<file path="src/rtl/assert_macros.svh">
// Assertion helpers for the top-level RTL; they compile away under synthesis.
`ifndef ASSERT_MACROS_SVH
`define ASSERT_MACROS_SVH

`ifndef SYNTHESIS
// Same-cycle implication.
`define ASSERT_IMPL(label, clk, rst, ante, cons) \
   label: assert property (@(posedge clk) disable iff (rst) (ante) |-> (cons)) \
      else $error("assertion failed");
// Next-cycle implication.
`define ASSERT_NEXT(label, clk, rst, ante, cons) \
   label: assert property (@(posedge clk) disable iff (rst) (ante) |=> (cons)) \
      else $error("assertion failed");
`else
`define ASSERT_IMPL(label, clk, rst, ante, cons)
`define ASSERT_NEXT(label, clk, rst, ante, cons)
`endif

`endif

</file>
<file path="src/rtl/c2d_pkg.sv">
`default_nettype none

package c2d_pkg;

   localparam int MAX_CHANNELS = 16;
   localparam int MAX_FILTERS  = 16;
   localparam int MAX_KERNEL   = 7;
   localparam int MAX_HEIGHT   = 32;
   localparam int MAX_WIDTH    = 32;

   localparam int KK           = MAX_KERNEL * MAX_KERNEL;
   localparam int HW           = MAX_HEIGHT * MAX_WIDTH;
   localparam int WEIGHT_DEPTH = MAX_FILTERS * MAX_CHANNELS * KK;
   localparam int IMAGE_DEPTH  = MAX_CHANNELS * HW;
   localparam int WADDR_W      = $clog2(WEIGHT_DEPTH);
   localparam int IADDR_W      = $clog2(IMAGE_DEPTH);

   // clamped register widths
   localparam int NC_W = $clog2(MAX_CHANNELS + 1);
   localparam int NF_W = $clog2(MAX_FILTERS + 1);
   localparam int KS_W = $clog2(MAX_KERNEL + 1);
   localparam int H_W  = $clog2(MAX_HEIGHT + 1);
   localparam int W_W  = $clog2(MAX_WIDTH + 1);

   // item fields
   localparam int OP_W      = 2;
   localparam int FILT_W    = 4;
   localparam int CHAN_W    = 4;
   localparam int ROW_W     = 5;
   localparam int COL_W     = 5;
   localparam int VALUE_W   = 16;
   localparam int REQ_DATA_W = 40;
   localparam int SUM_W     = 48;
   localparam int PROD_W    = 2 * VALUE_W;
   localparam int FRAC_SHIFT = 8;

   // configuration port
   localparam int CSR_IDX_W  = 3;
   localparam int CSR_DATA_W = 6;
   localparam logic [CSR_IDX_W-1:0] REG_CHANNEL_COUNT = 3'd0;
   localparam logic [CSR_IDX_W-1:0] REG_FILTER_COUNT  = 3'd1;
   localparam logic [CSR_IDX_W-1:0] REG_KERNEL_SIZE   = 3'd2;
   localparam logic [CSR_IDX_W-1:0] REG_IMAGE_HEIGHT  = 3'd3;
   localparam logic [CSR_IDX_W-1:0] REG_IMAGE_WIDTH   = 3'd4;

   localparam logic [OP_W-1:0] OP_LOAD_WEIGHT = 2'd0;
   localparam logic [OP_W-1:0] OP_LOAD_BIAS   = 2'd1;
   localparam logic [OP_W-1:0] OP_LOAD_IMAGE  = 2'd2;
   localparam logic [OP_W-1:0] OP_QUERY       = 2'd3;

   localparam int QUEUE_DEPTH = 4;
   localparam int QPTR_W      = $clog2(QUEUE_DEPTH);
   localparam int QCNT_W      = $clog2(QUEUE_DEPTH + 1);

   typedef enum logic [2:0] {
      CMD_WEIGHT,
      CMD_BIAS,
      CMD_IMAGE,
      CMD_QUERY,
      CMD_ERROR
   } cmd_kind_type;

   typedef struct packed {
      cmd_kind_type              kind;
      logic [WADDR_W-1:0]        waddr;   // load address or query filter base
      logic [IADDR_W-1:0]        iaddr;   // load address or query window origin
      logic [FILT_W-1:0]         filter;
      logic [VALUE_W-1:0]        value;
   } cmd_type;

   typedef struct packed {
      logic [NC_W-1:0] nc;
      logic [NF_W-1:0] nf;
      logic [KS_W-1:0] ks;
      logic [H_W-1:0]  h;
      logic [W_W-1:0]  w;
   } cfg_type;

   typedef struct packed {
      logic empty;
      logic full;
   } q_status_type;

   typedef struct packed {
      logic busy;   // a query is in the multiply-accumulate loop
   } bk_status_type;

   typedef enum logic [1:0] {
      ST_IDLE,
      ST_RUN,
      ST_DRAIN
   } bk_state_type;

endpackage

`default_nettype wire

</file>
<file path="src/rtl/c2d_queue.sv">
`default_nettype none

module c2d_queue (
   input  wire logic              clock,
   input  wire logic              reset,
   input  wire logic              push,
   input  wire c2d_pkg::cmd_type  push_cmd,
   input  wire logic              pop,
   output c2d_pkg::cmd_type       head_cmd,
   output c2d_pkg::q_status_type  q_status
);

   import c2d_pkg::*;

   cmd_type           q_ff [QUEUE_DEPTH];
   logic [QPTR_W-1:0] wr_ptr_ff, wr_ptr_in;
   logic [QPTR_W-1:0] rd_ptr_ff, rd_ptr_in;
   logic [QCNT_W-1:0] count_ff, count_in;

   always_comb begin
      wr_ptr_in = wr_ptr_ff;
      rd_ptr_in = rd_ptr_ff;
      count_in  = count_ff;
      if (push) begin
         wr_ptr_in = (wr_ptr_ff == QPTR_W'(QUEUE_DEPTH - 1)) ? '0 : wr_ptr_ff + 1'b1;
      end
      if (pop) begin
         rd_ptr_in = (rd_ptr_ff == QPTR_W'(QUEUE_DEPTH - 1)) ? '0 : rd_ptr_ff + 1'b1;
      end
      if (push && !pop) begin
         count_in = count_ff + 1'b1;
      end else if (pop && !push) begin
         count_in = count_ff - 1'b1;
      end
   end

   always_ff @(posedge clock) begin
      if (reset) begin
         wr_ptr_ff <= '0;
         rd_ptr_ff <= '0;
         count_ff  <= '0;
      end else begin
         wr_ptr_ff <= wr_ptr_in;
         rd_ptr_ff <= rd_ptr_in;
         count_ff  <= count_in;
      end
   end

   always_ff @(posedge clock) begin
      if (push) begin
         q_ff[wr_ptr_ff] <= push_cmd;
      end
   end

   assign head_cmd       = q_ff[rd_ptr_ff];
   assign q_status.empty = (count_ff == '0);
   assign q_status.full  = (count_ff == QCNT_W'(QUEUE_DEPTH));

endmodule

`default_nettype wire

</file>
<file path="config.mk">
export PLATFORM = sky130hd
export DESIGN_NAME = c2d_queue
export DESIGN_NICKNAME = d
export VERILOG_FILES = /design/src/rtl/assert_macros.svh /design/src/rtl/c2d_pkg.sv /design/src/rtl/c2d_queue.sv
export SDC_FILE = /design/constraint.sdc
export NUM_CORES = 1
export LEC_CHECK = 0
export BUFFER_PORTS_ARGS = -buffer_cell sky130_fd_sc_hd__buf_2
export CORE_ASPECT_RATIO = 1.5
export CORE_UTILIZATION = 45
export CTS_CLUSTER_DIAMETER = 200
export DETAILED_ROUTE_END_ITERATION = 8
export MAX_ROUTING_LAYER = met4
export PLACE_DENSITY_LB_ADDON = 0.25
export SETUP_SLACK_MARGIN = 0.02
export SLEW_MARGIN = 20
export SYNTH_ARGS = -nofsm -noshare
export SYNTH_HDL_FRONTEND = slang
export SYNTH_SLANG_ARGS = --single-unit
</file>
<file path="constraint.sdc">
create_clock -name clock -period 2.45 [get_ports clock]
set_clock_uncertainty 0.05 [all_clocks]
set_input_delay 0.1225 -clock clock [delete_from_list [all_inputs] [get_ports clock]]
set_output_delay 0.1225 -clock clock [all_outputs]
set_load 0.01 [all_outputs]
</file>
==> results.tsv <==
stage	metric	value	unit
outcome	status	finished, final reports clean	
sta	final period utilization	0.831	
hold_path	hold path start	push_cmd[7]	
power_and_ir_drop	maximum vdd drop	0.000630	V
grt	antenna violations before repair	0	
sta	Hold Fails Final Rpt	0	
sta	Worst-Margin Slew	0.425	ns
detailed_routing	ANT nets after route	0	
yosys	sequential fraction of the synthesis area	0.802	
clock_tree	setup bufs post-CTS	0	
clock_tree	Worst-Skew Late Latency	0.47	ns
grt	gr usage total	0.166	
detailed_routing	DRC viols	0	
detailed_routing	Initial DRT Pass Iterations	4	
worst_setup_path	CP peak stage delay	0.58	ns
place	placed instance count	627	
yosys	top cells by area, synth	edfxtp_1 (78%), mux4_2 (14%), dfxtp_1 (2.3%)	
final_layout	share of layout cells above drive strength 1	0.406	
worst_setup_path	Crit Path Class	reg2out	
final_layout	filler cell count	1264	
detailed_routing	DRT iter0 DRCs	114	
detailed_routing	routed via count	3715	
sta	Achievable Freq	491	MHz
final_layout	Reg area	6310	sq um
yosys	Yosys top cell area share	0.779	
power_and_ir_drop	Switching Fraction	0.201	
sta	RSZ-0062 raised after global routing	false	
power_and_ir_drop	Clock power frac	0.409	
floorplan	# IOs	108	
worst_setup_path	crit-path cells	buf_12, mux4_2, buf_2	
final_layout	nets	556	
worst_setup_path	RR Startpoint	wr_ptr_ff[0]	
detailed_routing	wire per inst	19.6	microns
grt	vias in the first global route	4126	
floorplan	Starting Density	0.465	
sta	min cycle time layout	2.03	ns
yosys	flop and latch count out of synthesis	213	
yosys	cell count after synthesis	311	
place	I/O Buffers	107	
clock_tree	clock root buffer master	clkbuf_16	
sta	setup TNS	0	ns
power_and_ir_drop	internal power	6.73	mW
clock_tree	# hold bufs at CTS	55	
clock_tree	CTS tree	yes	
power_and_ir_drop	sequential share of power	0.500	
floorplan	Core Area	16900	sq um
worst_setup_path	WP data required	2.28	ns
clock_tree	CTS H-Tree Depth	1	
yosys	Ys Warns	0	
power_and_ir_drop	Sw Pwr	1.69	mW
final_layout	Core Util, Final	0.588	
sta	Slew headroom	0.717	
grt	largest net degree at the start of global routing	52	
floorplan	Die Y	164	microns
power_and_ir_drop	Logic pwr share	0.090	
flow_run	max cap viols	0	
place	GP Congestion	0.667	
worst_setup_path	CP Capture Type	output port	
floorplan	# rows	58	
final_layout	area of the multi-input gates	1400	sq um
clock_tree	Clock Path Buffers	3	
final_layout	fin cells	718	
clock_tree	CTS sink count	213	
clock_tree	CTS buffer count	20	
floorplan	DIE AREA	18000	sq um
grt	GRT Residual Overflow	0	
final_layout	area growth from synthesis to layout	26.6	%
sta	final setup fails	0	
hold_path	hold crit path type	in2reg	
yosys	syn nets	373	
worst_setup_path	Worst Path Arrival	1.86	ns
worst_setup_path	startpoint type of the worst setup path	flop	
clock_tree	Clock transition at path regs	0.06	ns
yosys	Avg Cell Area, Syn	25.3	sq um
power_and_ir_drop	Pwr Density	846	nW/um^2
clock_tree	PostCTS Resize Cnt	0	
power_and_ir_drop	P_leak	3.45	nW
final_layout	antenna diode count	0	
grt	first-pass GRT wire length	21.3	mm
yosys	Syn Std Cell Area	7860	sq um
detailed_routing	post-DR vias/cell	5.17	
worst_setup_path	slowest stage cell, crit path	mux4_2	
sta	Pins Over Slew Limit	0	
detailed_routing	WL final	14.1	mm
worst_setup_path	Worst Path Max Fanout	32	
yosys	distinct cell type count after synthesis	20	
yosys	Synth area leader	edfxtp_1	
floorplan	Chip Width	110	microns
==> cell type report <==
type                            count  area share
Inverter                            4     0.00151
Timing Repair Buffer              173       0.121
Multi-Input combinational cell     82       0.141
Clock inverter                     15      0.0226
Clock buffer                       21      0.0528
Sequential cell                   213       0.634
Tap cell                          210      0.0264
==> worst paths after layout <==
kind	depth (start not counted)	slack [ns]	to
worst min-delay path	2	0.34	q_ff[3][7]
worst max-delay path	3	0.42	head_cmd[4]
worst min register to register	2	0.48	count_ff[2]
worst max register to register	5	0.76	wr_ptr_ff[1]
==> kinds of logic after synthesis <==
group / Yosys count / synth area share
buffers and inverters: 16 / 0.0197
muxes: 55 / 0.152
adders and majority gates: 7 / 0.0121
DFF: 213 / 0.802
and+or+nand+nor: 15 / 0.00987
AOI/OAI and AO/OA: 3 / 0.00191
xor gates and xnor gates: 2 / 0.00223
==> cell usage after synthesis <==
library cell	count
fa_1	1
xor2_1	2
nor3_1	1
mux2i_1	4
mux4_2	50
and2_1	4
buf_12	5
o21ai_0	1
dfxtp_1	9
edfxtp_1	204
nor3b_1	2
buf_2	5
nor2_1	7
ha_1	6
buf_6	1
a21oi_1	2
buf_1	1
mux4_1	1
or3_1	1
inv_1	4
==> power groups by stage <==
stage               Combinational [mW]  Clock [mW]  Sequential (mW)
floorplan                        0.428           0             4.28
global placement                 0.695           0             4.28
detailed placement               0.709           0             4.29
CTS                              0.783        3.52             4.22
global route                     0.829        3.65             4.23
finish                           0.760        3.45             4.21
==> stage by stage <==
step / hold slack (ns) / area [sq um] / setup WS, ns / total power, mW
floorplan: 0.142 / 7860 / 0.222 / 4.71
global placement: 0.282 / 8650 / 0.856 / 4.98
detailed placement: 0.290 / 8650 / 0.751 / 5.00
CTS: 0.332 / 9950 / 0.356 / 8.52
global route: 0.346 / 9950 / 0.313 / 8.71
finish: 0.345 / 9950 / 0.415 / 8.42
==> cells in the final DEF (no fill, tap or decap) <==
master / count
edfxtp_1: 204
mux2i_1: 4
fa_1: 1
or3_1: 1
mux4_2: 50
and2_2: 4
buf_12: 3
xor2_1: 2
nor2_1: 7
buf_4: 8
clkinv_1: 4
dlygate4sd3_1: 55
nor3b_1: 2
buf_2: 107
dfxtp_1: 7
bufinv_16: 6
dfxtp_2: 1
a21oi_1: 2
clkbuf_16: 21
clkinv_2: 3
dfxtp_4: 1
ha_1: 6
mux4_1: 1
clkinvlp_4: 2
nor3_1: 1
o21ai_0: 1
inv_1: 4
==> flip-flops by register name, summed over array words and instances, names as in the netlist, named ones only <==
signal     flops
q_ff         204
rd_ptr_ff      2
wr_ptr_ff      2
count_ff       3
==> worst max-delay path, delay by kind of cell, from the launching register on <==
family | cells | cell delay (ns)
muxes | 1 | 0.58
DFF | 1 | 0.37
buffers and inverters | 2 | 0.43
==> routing by layer <==
layer	track usage	wire, microns	vias up
met4	0.0503	327	0
met5	-	0	-
met2	0.300	7820	92
met1	0.188	5390	1930
met3	0.0234	527	20
li1	-	-	1673
No activity file was read; power rests on OpenSTA's default activity.
