<file path="src/rtl/assert_macros.svh">
// Assertion helpers for the top-level RTL; they compile away under synthesis.
`ifndef ASSERT_MACROS_SVH
`define ASSERT_MACROS_SVH

`ifndef SYNTHESIS
// Same-cycle implication.
`define ASSERT_IMPL(label, clk, rst, ante, cons) \
   label: assert property (@(posedge clk) disable iff (rst) (ante) |-> (cons)) \
      else $error("assertion failed");
// Next-cycle implication.
`define ASSERT_NEXT(label, clk, rst, ante, cons) \
   label: assert property (@(posedge clk) disable iff (rst) (ante) |=> (cons)) \
      else $error("assertion failed");
`else
`define ASSERT_IMPL(label, clk, rst, ante, cons)
`define ASSERT_NEXT(label, clk, rst, ante, cons)
`endif

`endif

</file>
<file path="src/rtl/c2d_pkg.sv">
`default_nettype none

package c2d_pkg;

   localparam int MAX_CHANNELS = 16;
   localparam int MAX_FILTERS  = 16;
   localparam int MAX_KERNEL   = 7;
   localparam int MAX_HEIGHT   = 32;
   localparam int MAX_WIDTH    = 32;

   localparam int KK           = MAX_KERNEL * MAX_KERNEL;
   localparam int HW           = MAX_HEIGHT * MAX_WIDTH;
   localparam int WEIGHT_DEPTH = MAX_FILTERS * MAX_CHANNELS * KK;
   localparam int IMAGE_DEPTH  = MAX_CHANNELS * HW;
   localparam int WADDR_W      = $clog2(WEIGHT_DEPTH);
   localparam int IADDR_W      = $clog2(IMAGE_DEPTH);

   // clamped register widths
   localparam int NC_W = $clog2(MAX_CHANNELS + 1);
   localparam int NF_W = $clog2(MAX_FILTERS + 1);
   localparam int KS_W = $clog2(MAX_KERNEL + 1);
   localparam int H_W  = $clog2(MAX_HEIGHT + 1);
   localparam int W_W  = $clog2(MAX_WIDTH + 1);

   // item fields
   localparam int OP_W      = 2;
   localparam int FILT_W    = 4;
   localparam int CHAN_W    = 4;
   localparam int ROW_W     = 5;
   localparam int COL_W     = 5;
   localparam int VALUE_W   = 16;
   localparam int REQ_DATA_W = 40;
   localparam int SUM_W     = 48;
   localparam int PROD_W    = 2 * VALUE_W;
   localparam int FRAC_SHIFT = 8;

   // configuration port
   localparam int CSR_IDX_W  = 3;
   localparam int CSR_DATA_W = 6;
   localparam logic [CSR_IDX_W-1:0] REG_CHANNEL_COUNT = 3'd0;
   localparam logic [CSR_IDX_W-1:0] REG_FILTER_COUNT  = 3'd1;
   localparam logic [CSR_IDX_W-1:0] REG_KERNEL_SIZE   = 3'd2;
   localparam logic [CSR_IDX_W-1:0] REG_IMAGE_HEIGHT  = 3'd3;
   localparam logic [CSR_IDX_W-1:0] REG_IMAGE_WIDTH   = 3'd4;

   localparam logic [OP_W-1:0] OP_LOAD_WEIGHT = 2'd0;
   localparam logic [OP_W-1:0] OP_LOAD_BIAS   = 2'd1;
   localparam logic [OP_W-1:0] OP_LOAD_IMAGE  = 2'd2;
   localparam logic [OP_W-1:0] OP_QUERY       = 2'd3;

   localparam int QUEUE_DEPTH = 4;
   localparam int QPTR_W      = $clog2(QUEUE_DEPTH);
   localparam int QCNT_W      = $clog2(QUEUE_DEPTH + 1);

   typedef enum logic [2:0] {
      CMD_WEIGHT,
      CMD_BIAS,
      CMD_IMAGE,
      CMD_QUERY,
      CMD_ERROR
   } cmd_kind_type;

   typedef struct packed {
      cmd_kind_type              kind;
      logic [WADDR_W-1:0]        waddr;   // load address or query filter base
      logic [IADDR_W-1:0]        iaddr;   // load address or query window origin
      logic [FILT_W-1:0]         filter;
      logic [VALUE_W-1:0]        value;
   } cmd_type;

   typedef struct packed {
      logic [NC_W-1:0] nc;
      logic [NF_W-1:0] nf;
      logic [KS_W-1:0] ks;
      logic [H_W-1:0]  h;
      logic [W_W-1:0]  w;
   } cfg_type;

   typedef struct packed {
      logic empty;
      logic full;
   } q_status_type;

   typedef struct packed {
      logic busy;   // a query is in the multiply-accumulate loop
   } bk_status_type;

   typedef enum logic [1:0] {
      ST_IDLE,
      ST_RUN,
      ST_DRAIN
   } bk_state_type;

endpackage

`default_nettype wire

</file>
<file path="src/rtl/c2d_front.sv">
`default_nettype none

module c2d_front (
   input  wire logic                           clock,
   input  wire logic                           reset,
   input  wire logic                           req_tvalid,
   output logic                                req_tready,
   input  wire logic [c2d_pkg::REQ_DATA_W-1:0] req_tdata,
   input  wire logic [c2d_pkg::OP_W-1:0]       req_tuser,
   input  wire logic                           csr_valid,
   output logic                                csr_ready,
   input  wire logic [c2d_pkg::CSR_IDX_W-1:0]  csr_index,
   input  wire logic [c2d_pkg::CSR_DATA_W-1:0] csr_wdata,
   input  wire c2d_pkg::q_status_type          q_status,
   output logic                                push,
   output c2d_pkg::cmd_type                    push_cmd,
   output c2d_pkg::cfg_type                    cfg
);

   import c2d_pkg::*;

   logic [4:0] nc_ff, nf_ff;
   logic [2:0] ks_ff;
   logic [5:0] h_ff, w_ff;

   logic [FILT_W-1:0]  f;
   logic [CHAN_W-1:0]  c;
   logic [ROW_W-1:0]   r;
   logic [COL_W-1:0]   k;
   logic [VALUE_W-1:0] v;
   logic               keep;
   logic [6:0]         row_end, col_end;

   assign f = req_tdata[3:0];
   assign c = req_tdata[7:4];
   assign r = req_tdata[12:8];
   assign k = req_tdata[17:13];
   assign v = req_tdata[33:18];

   assign csr_ready = 1'b1;

   always_ff @(posedge clock) begin
      if (reset) begin
         nc_ff <= 5'd1;
         nf_ff <= 5'd1;
         ks_ff <= 3'd3;
         h_ff  <= 6'd32;
         w_ff  <= 6'd32;
      end else if (csr_valid && csr_ready) begin
         unique case (csr_index)
            REG_CHANNEL_COUNT: nc_ff <= csr_wdata[4:0];
            REG_FILTER_COUNT:  nf_ff <= csr_wdata[4:0];
            REG_KERNEL_SIZE:   ks_ff <= csr_wdata[2:0];
            REG_IMAGE_HEIGHT:  h_ff  <= csr_wdata;
            REG_IMAGE_WIDTH:   w_ff  <= csr_wdata;
            default: ;
         endcase
      end
   end

   // registers below 1 or beyond the store sizes are pulled into range
   always_comb begin
      cfg.nc = (nc_ff == '0) ? NC_W'(1) :
               (nc_ff > MAX_CHANNELS) ? NC_W'(MAX_CHANNELS) : NC_W'(nc_ff);
      cfg.nf = (nf_ff == '0) ? NF_W'(1) :
               (nf_ff > MAX_FILTERS) ? NF_W'(MAX_FILTERS) : NF_W'(nf_ff);
      cfg.ks = (ks_ff == '0) ? KS_W'(1) :
               (ks_ff > MAX_KERNEL) ? KS_W'(MAX_KERNEL) : KS_W'(ks_ff);
      cfg.h  = (h_ff == '0) ? H_W'(1) :
               (h_ff > MAX_HEIGHT) ? H_W'(MAX_HEIGHT) : H_W'(h_ff);
      cfg.w  = (w_ff == '0) ? W_W'(1) :
               (w_ff > MAX_WIDTH) ? W_W'(MAX_WIDTH) : W_W'(w_ff);
   end

   always_comb begin
      row_end         = 7'(r) + 7'(cfg.ks);
      col_end         = 7'(k) + 7'(cfg.ks);
      push_cmd.filter = f;
      push_cmd.value  = v;
      push_cmd.waddr  = WADDR_W'(f) * WADDR_W'(MAX_CHANNELS * KK)
                      + WADDR_W'(c) * WADDR_W'(KK)
                      + WADDR_W'(r) * WADDR_W'(MAX_KERNEL)
                      + WADDR_W'(k);
      push_cmd.iaddr  = IADDR_W'(c) * IADDR_W'(HW)
                      + IADDR_W'(r) * IADDR_W'(MAX_WIDTH)
                      + IADDR_W'(k);
      push_cmd.kind   = CMD_QUERY;
      keep            = 1'b1;
      unique case (req_tuser)
         OP_LOAD_WEIGHT: begin
            push_cmd.kind = CMD_WEIGHT;
            keep = (f < MAX_FILTERS) && (c < MAX_CHANNELS) &&
                   (r < MAX_KERNEL) && (k < MAX_KERNEL);
         end
         OP_LOAD_BIAS: begin
            push_cmd.kind = CMD_BIAS;
            keep = (f < MAX_FILTERS);
         end
         OP_LOAD_IMAGE: begin
            push_cmd.kind = CMD_IMAGE;
            keep = (c < MAX_CHANNELS) && (r < MAX_HEIGHT) && (k < MAX_WIDTH);
         end
         OP_QUERY: begin
            // query carries filter base and window origin at channel 0
            push_cmd.waddr = WADDR_W'(f) * WADDR_W'(MAX_CHANNELS * KK);
            push_cmd.iaddr = IADDR_W'(r) * IADDR_W'(MAX_WIDTH) + IADDR_W'(k);
            if ((NF_W'(f) >= cfg.nf) || (row_end > 7'(cfg.h)) ||
                (col_end > 7'(cfg.w))) begin
               push_cmd.kind = CMD_ERROR;
            end
         end
         default: ;
      endcase
   end

   assign req_tready = !q_status.full;
   assign push       = req_tvalid && req_tready && keep;

endmodule

`default_nettype wire

</file>
<file path="config.mk">
export PLATFORM = sky130hd
export DESIGN_NAME = c2d_front
export DESIGN_NICKNAME = d
export VERILOG_FILES = /design/src/rtl/assert_macros.svh /design/src/rtl/c2d_pkg.sv /design/src/rtl/c2d_front.sv
export SDC_FILE = /design/constraint.sdc
export NUM_CORES = 1
export LEC_CHECK = 0
export BUFFER_PORTS_ARGS = -buffer_cell sky130_fd_sc_hd__buf_2
export CAP_MARGIN = 30
export CORE_MARGIN = 1
export CORE_UTILIZATION = 55
export CTS_CLUSTER_SIZE = 20
export DETAILED_ROUTE_END_ITERATION = 16
export PLACE_DENSITY = 0.88
export SLEW_MARGIN = 30
export SYNTH_ARGS = -nofsm -noshare
export SYNTH_HDL_FRONTEND = slang
export SYNTH_SLANG_ARGS = --single-unit
</file>
<file path="constraint.sdc">
create_clock -name clock -period 13.4 [get_ports clock]
set_input_delay 2.68 -clock clock [delete_from_list [all_inputs] [get_ports clock]]
set_output_delay 2.68 -clock clock [all_outputs]
set_load 0.1 [all_outputs]
</file>
==> results.yml <==
cells_and_area:
  area_delta_synth_final_pct: 9.35
  final_cell_mix: "95 x buf_2, 67 x inv_1, 67 x ha_1"
  diodes: 0
  drive_gt1_share_pct: 20.8
  nFillCells: 546
  fin_nets: 647
  layout_commonest_cell: "buf_2"
sta:
  period_needed_ps: 9470
  timing.fmax_mhz: 106
  timing_hold_violations_final: 0
  setup_viol: 0
  finalCritPeriodShare_pct: 70.7
  clock_skew_ps: 0
  maxSlewHeadroom_pct: 55.2
  grt_setup_unrepaired: "no"
  hold-worst-slack_ps: 502
  drv_slew: 0
  fin_tns_setup_ps: 0
  worst_slew_pin_slew_ps: 672
detailed_routing:
  wirelength_um: 8190
  ant_nets: 0
  vias: 3146
  drc_errors: 0
  firstDrtPassIters: 4
  avgViaCountPerCell: 5.44
  drtIter0Drc: 155
  wire_per_inst_um: 14.2
yosys:
  seq_area_frac_synth_pct: 13.8
  synthesis.area_sq_um: 3630
  synth_cells: 445
  yosysWarningCount: 0
  yosysTopAreaCellShare_pct: 23.1
  synthArstFlopShare_pct: 0
  ys_types: 45
  yosys_most_used_dff: "dfxtp_1"
  synth_top_family_by_area: "adder cells"
  yosysTopAreaCell: "ha_1"
  synth-compound-area-share_pct: 11.0
  synth_edf_count: 0
  synth-simple-area-share_pct: 17.1
  synth_fa_ha_area_share_pct: 34.7
  syn_nets: 590
  ys_ff_latch: 25
  netlist_top_cells_area: "ha_1 23%, dfxtp_1 14%, fa_1 12%, inv_1 6.9%, buf_4 6.4%"
  synth.area.mux_share_pct: 5.80
  synth_xor_area_share_pct: 2.90
  avgSynthCellArea_sq_um: 8.15
clock_tree:
  ctsResizeCount: 0
  root_buffer: "clkbuf_8"
  clk_latency_ps: 270
  postCtsHoldBufs: 0
  cts_tree: "done"
  clockBufferDepth: 2
  post_cts_buffers: 0
  path_clk_slew_ps: 80
  cts_sinks: 25
  cts_buffers: 3
  cts.htree.levels: 1
outcome:
  status: "finished clean"
floorplanning:
  initial_utilization_pct: 57.1
  dieArea_sq_um: 6920
  dieWidth_um: 83.2
  io_pins: 136
  die_height_um: 83.2
  row_count: 29
  core_area_sq_um: 6350
grt:
  antenna_found_initial: 0
  first_global_vias: 3074
  grt_max_degree: 23
  grt_util_all_layers_pct: 24.1
  grt_overflow: 0
  grt_pass1_wl_um: 13800
critical_path:
  worst_setup_path_start_kind: "primary input"
  r2r_slack_ps: 12580
  worstPathArrival_ps: 6790
  path_max_fanout: 8
  critical_path_class: "primary input to output port"
  endpoint_kind: "output port"
  required_ps: 10720
  r2r_cells: 2
  regToRegStartpoint: "ks_ff[1]$_SDFFE_PP1P_"
  timing.rr.end: "ks_ff[1]$_SDFFE_PP1P_"
placement:
  gp_congestion: 0.876
  dp_hpwl_um: 6790
  io_buffers: 95
min_path:
  min_path_cells: 2
  hold_class: "flop to flop"
  hold_start: "nf_ff[0]$_SDFFE_PP1P_"
  holdPathEnd: "nf_ff[0]$_SDFFE_PP1P_"
pwr:
  p_total_uw: 635
  cellPowerDensity_nw_per_um2: 160
  leakagePower_uw: 0.00219
  vdd_drop_max_v: 0.000261
flow_run:
  max_cap_viol_count: 0
worst max path at each step:
| stage | depth (start not counted) | slack [ps] | from | to |
|---|---|---|---|---|
| floorplan | 11 | 2870 | req_tdata[0] | push_cmd[45] |
| global placement | 15 | 4010 | req_tdata[11] | push_cmd[44] |
| detailed placement | 16 | 3930 | req_tdata[11] | push_cmd[47] |
| CTS | 16 | 3920 | req_tdata[11] | push_cmd[47] |
| global route | 15 | 3690 | req_tdata[11] | push_cmd[46] |
| finish | 15 | 3930 | req_tdata[11] | push_cmd[46] |
synthesized netlist by cell type, types with 2 or more instances:
| library cell | number |
|---|---|
| xnor2_1 | 6 |
| and3_1 | 3 |
| a21oi_1 | 21 |
| inv_1 | 67 |
| nor4_1 | 3 |
| nor2_1 | 42 |
| a211o_1 | 2 |
| a21o_1 | 6 |
| o21ai_0 | 9 |
| o31ai_1 | 3 |
| xor2_1 | 6 |
| o21a_1 | 2 |
| ha_1 | 67 |
| buf_4 | 31 |
| nand3_1 | 5 |
| nand2_1 | 32 |
| o21bai_1 | 2 |
| nand2b_1 | 8 |
| dfxtp_1 | 25 |
| a21boi_0 | 3 |
| fa_1 | 21 |
| nor3_1 | 8 |
| o211ai_1 | 5 |
| nor2b_1 | 8 |
| mux2i_1 | 21 |
| nor3b_1 | 2 |
| clkbuf_1 | 12 |
| and2_1 | 8 |
area by class of cell:
type	instances	area (sq um)	share of cell area, %
multi-input cells	310	2600	65.5
flip-flops and latches	25	500	12.6
repair buffers	95	475	12.0
inverters	67	251	6.34
well taps	77	96.3	2.43
clock buffers	4	45.0	1.14
metrics by stage:
stage / util, % / cell area (sq um) / cells / setup WS [ps]
finish: 62.5 / 3970 / 578 / 3930
global route: 62.5 / 3970 / 578 / 3690
CTS: 62.5 / 3970 / 578 / 3920
detailed placement: 61.8 / 3920 / 574 / 3930
global placement: 61.8 / 3920 / 574 / 4010
floorplan: - / 3630 / 445 / 2870
flip-flops by register name, indices dropped and copies added, names as in the netlist:
name   count
w_ff       6
nf_ff      5
ks_ff      3
nc_ff      5
h_ff       6
per-layer routing:
layer  vias up  routed length, um  part of all wire (%)  track usage (%)
met5         -                  0                     0                0
met3        22                425                   5.2             3.58
met2        99               4000                    49             41.4
met4         0                178                   2.2             8.15
li1       1555                  -                     -                -
met1      1470               3590                    44             30.9
where the power goes:
group | internal (uW) | leakage [uW] | total (uW) | switching, uW
combinational | 122 | 0.00197 | 513 | 392
sequential | 76.0 | 0.000203 | 77.6 | 1.57
clock | 21.3 | 0.0000228 | 43.8 | 22.5
total | 219 | 0.00219 | 635 | 416
critical path, stage by stage:
cell	delay (ps)
buf_2	170
ha_1	300
inv_1	50
fa_1	500
inv_1	50
fa_1	470
inv_1	50
fa_1	540
fa_1	470
nand2b_1	180
a21oi_1	320
o2111ai_1	200
and3_1	200
nor3_1	140
buf_2	440
logic make-up (layout without fill, tap and decap cells):
kind of cell,Yosys count,count (layout)
adder cells (fa/ha/maj),88,88
AND/OR/NAND/NOR,128,128
buffers and inverters,110,166
multiplexers,21,21
flip-flops,25,25
other,1,1
XOR/XNOR,12,12
AO/OA/AOI/OAI,60,60
Note: power is estimated with default switching activity, not from simulation.
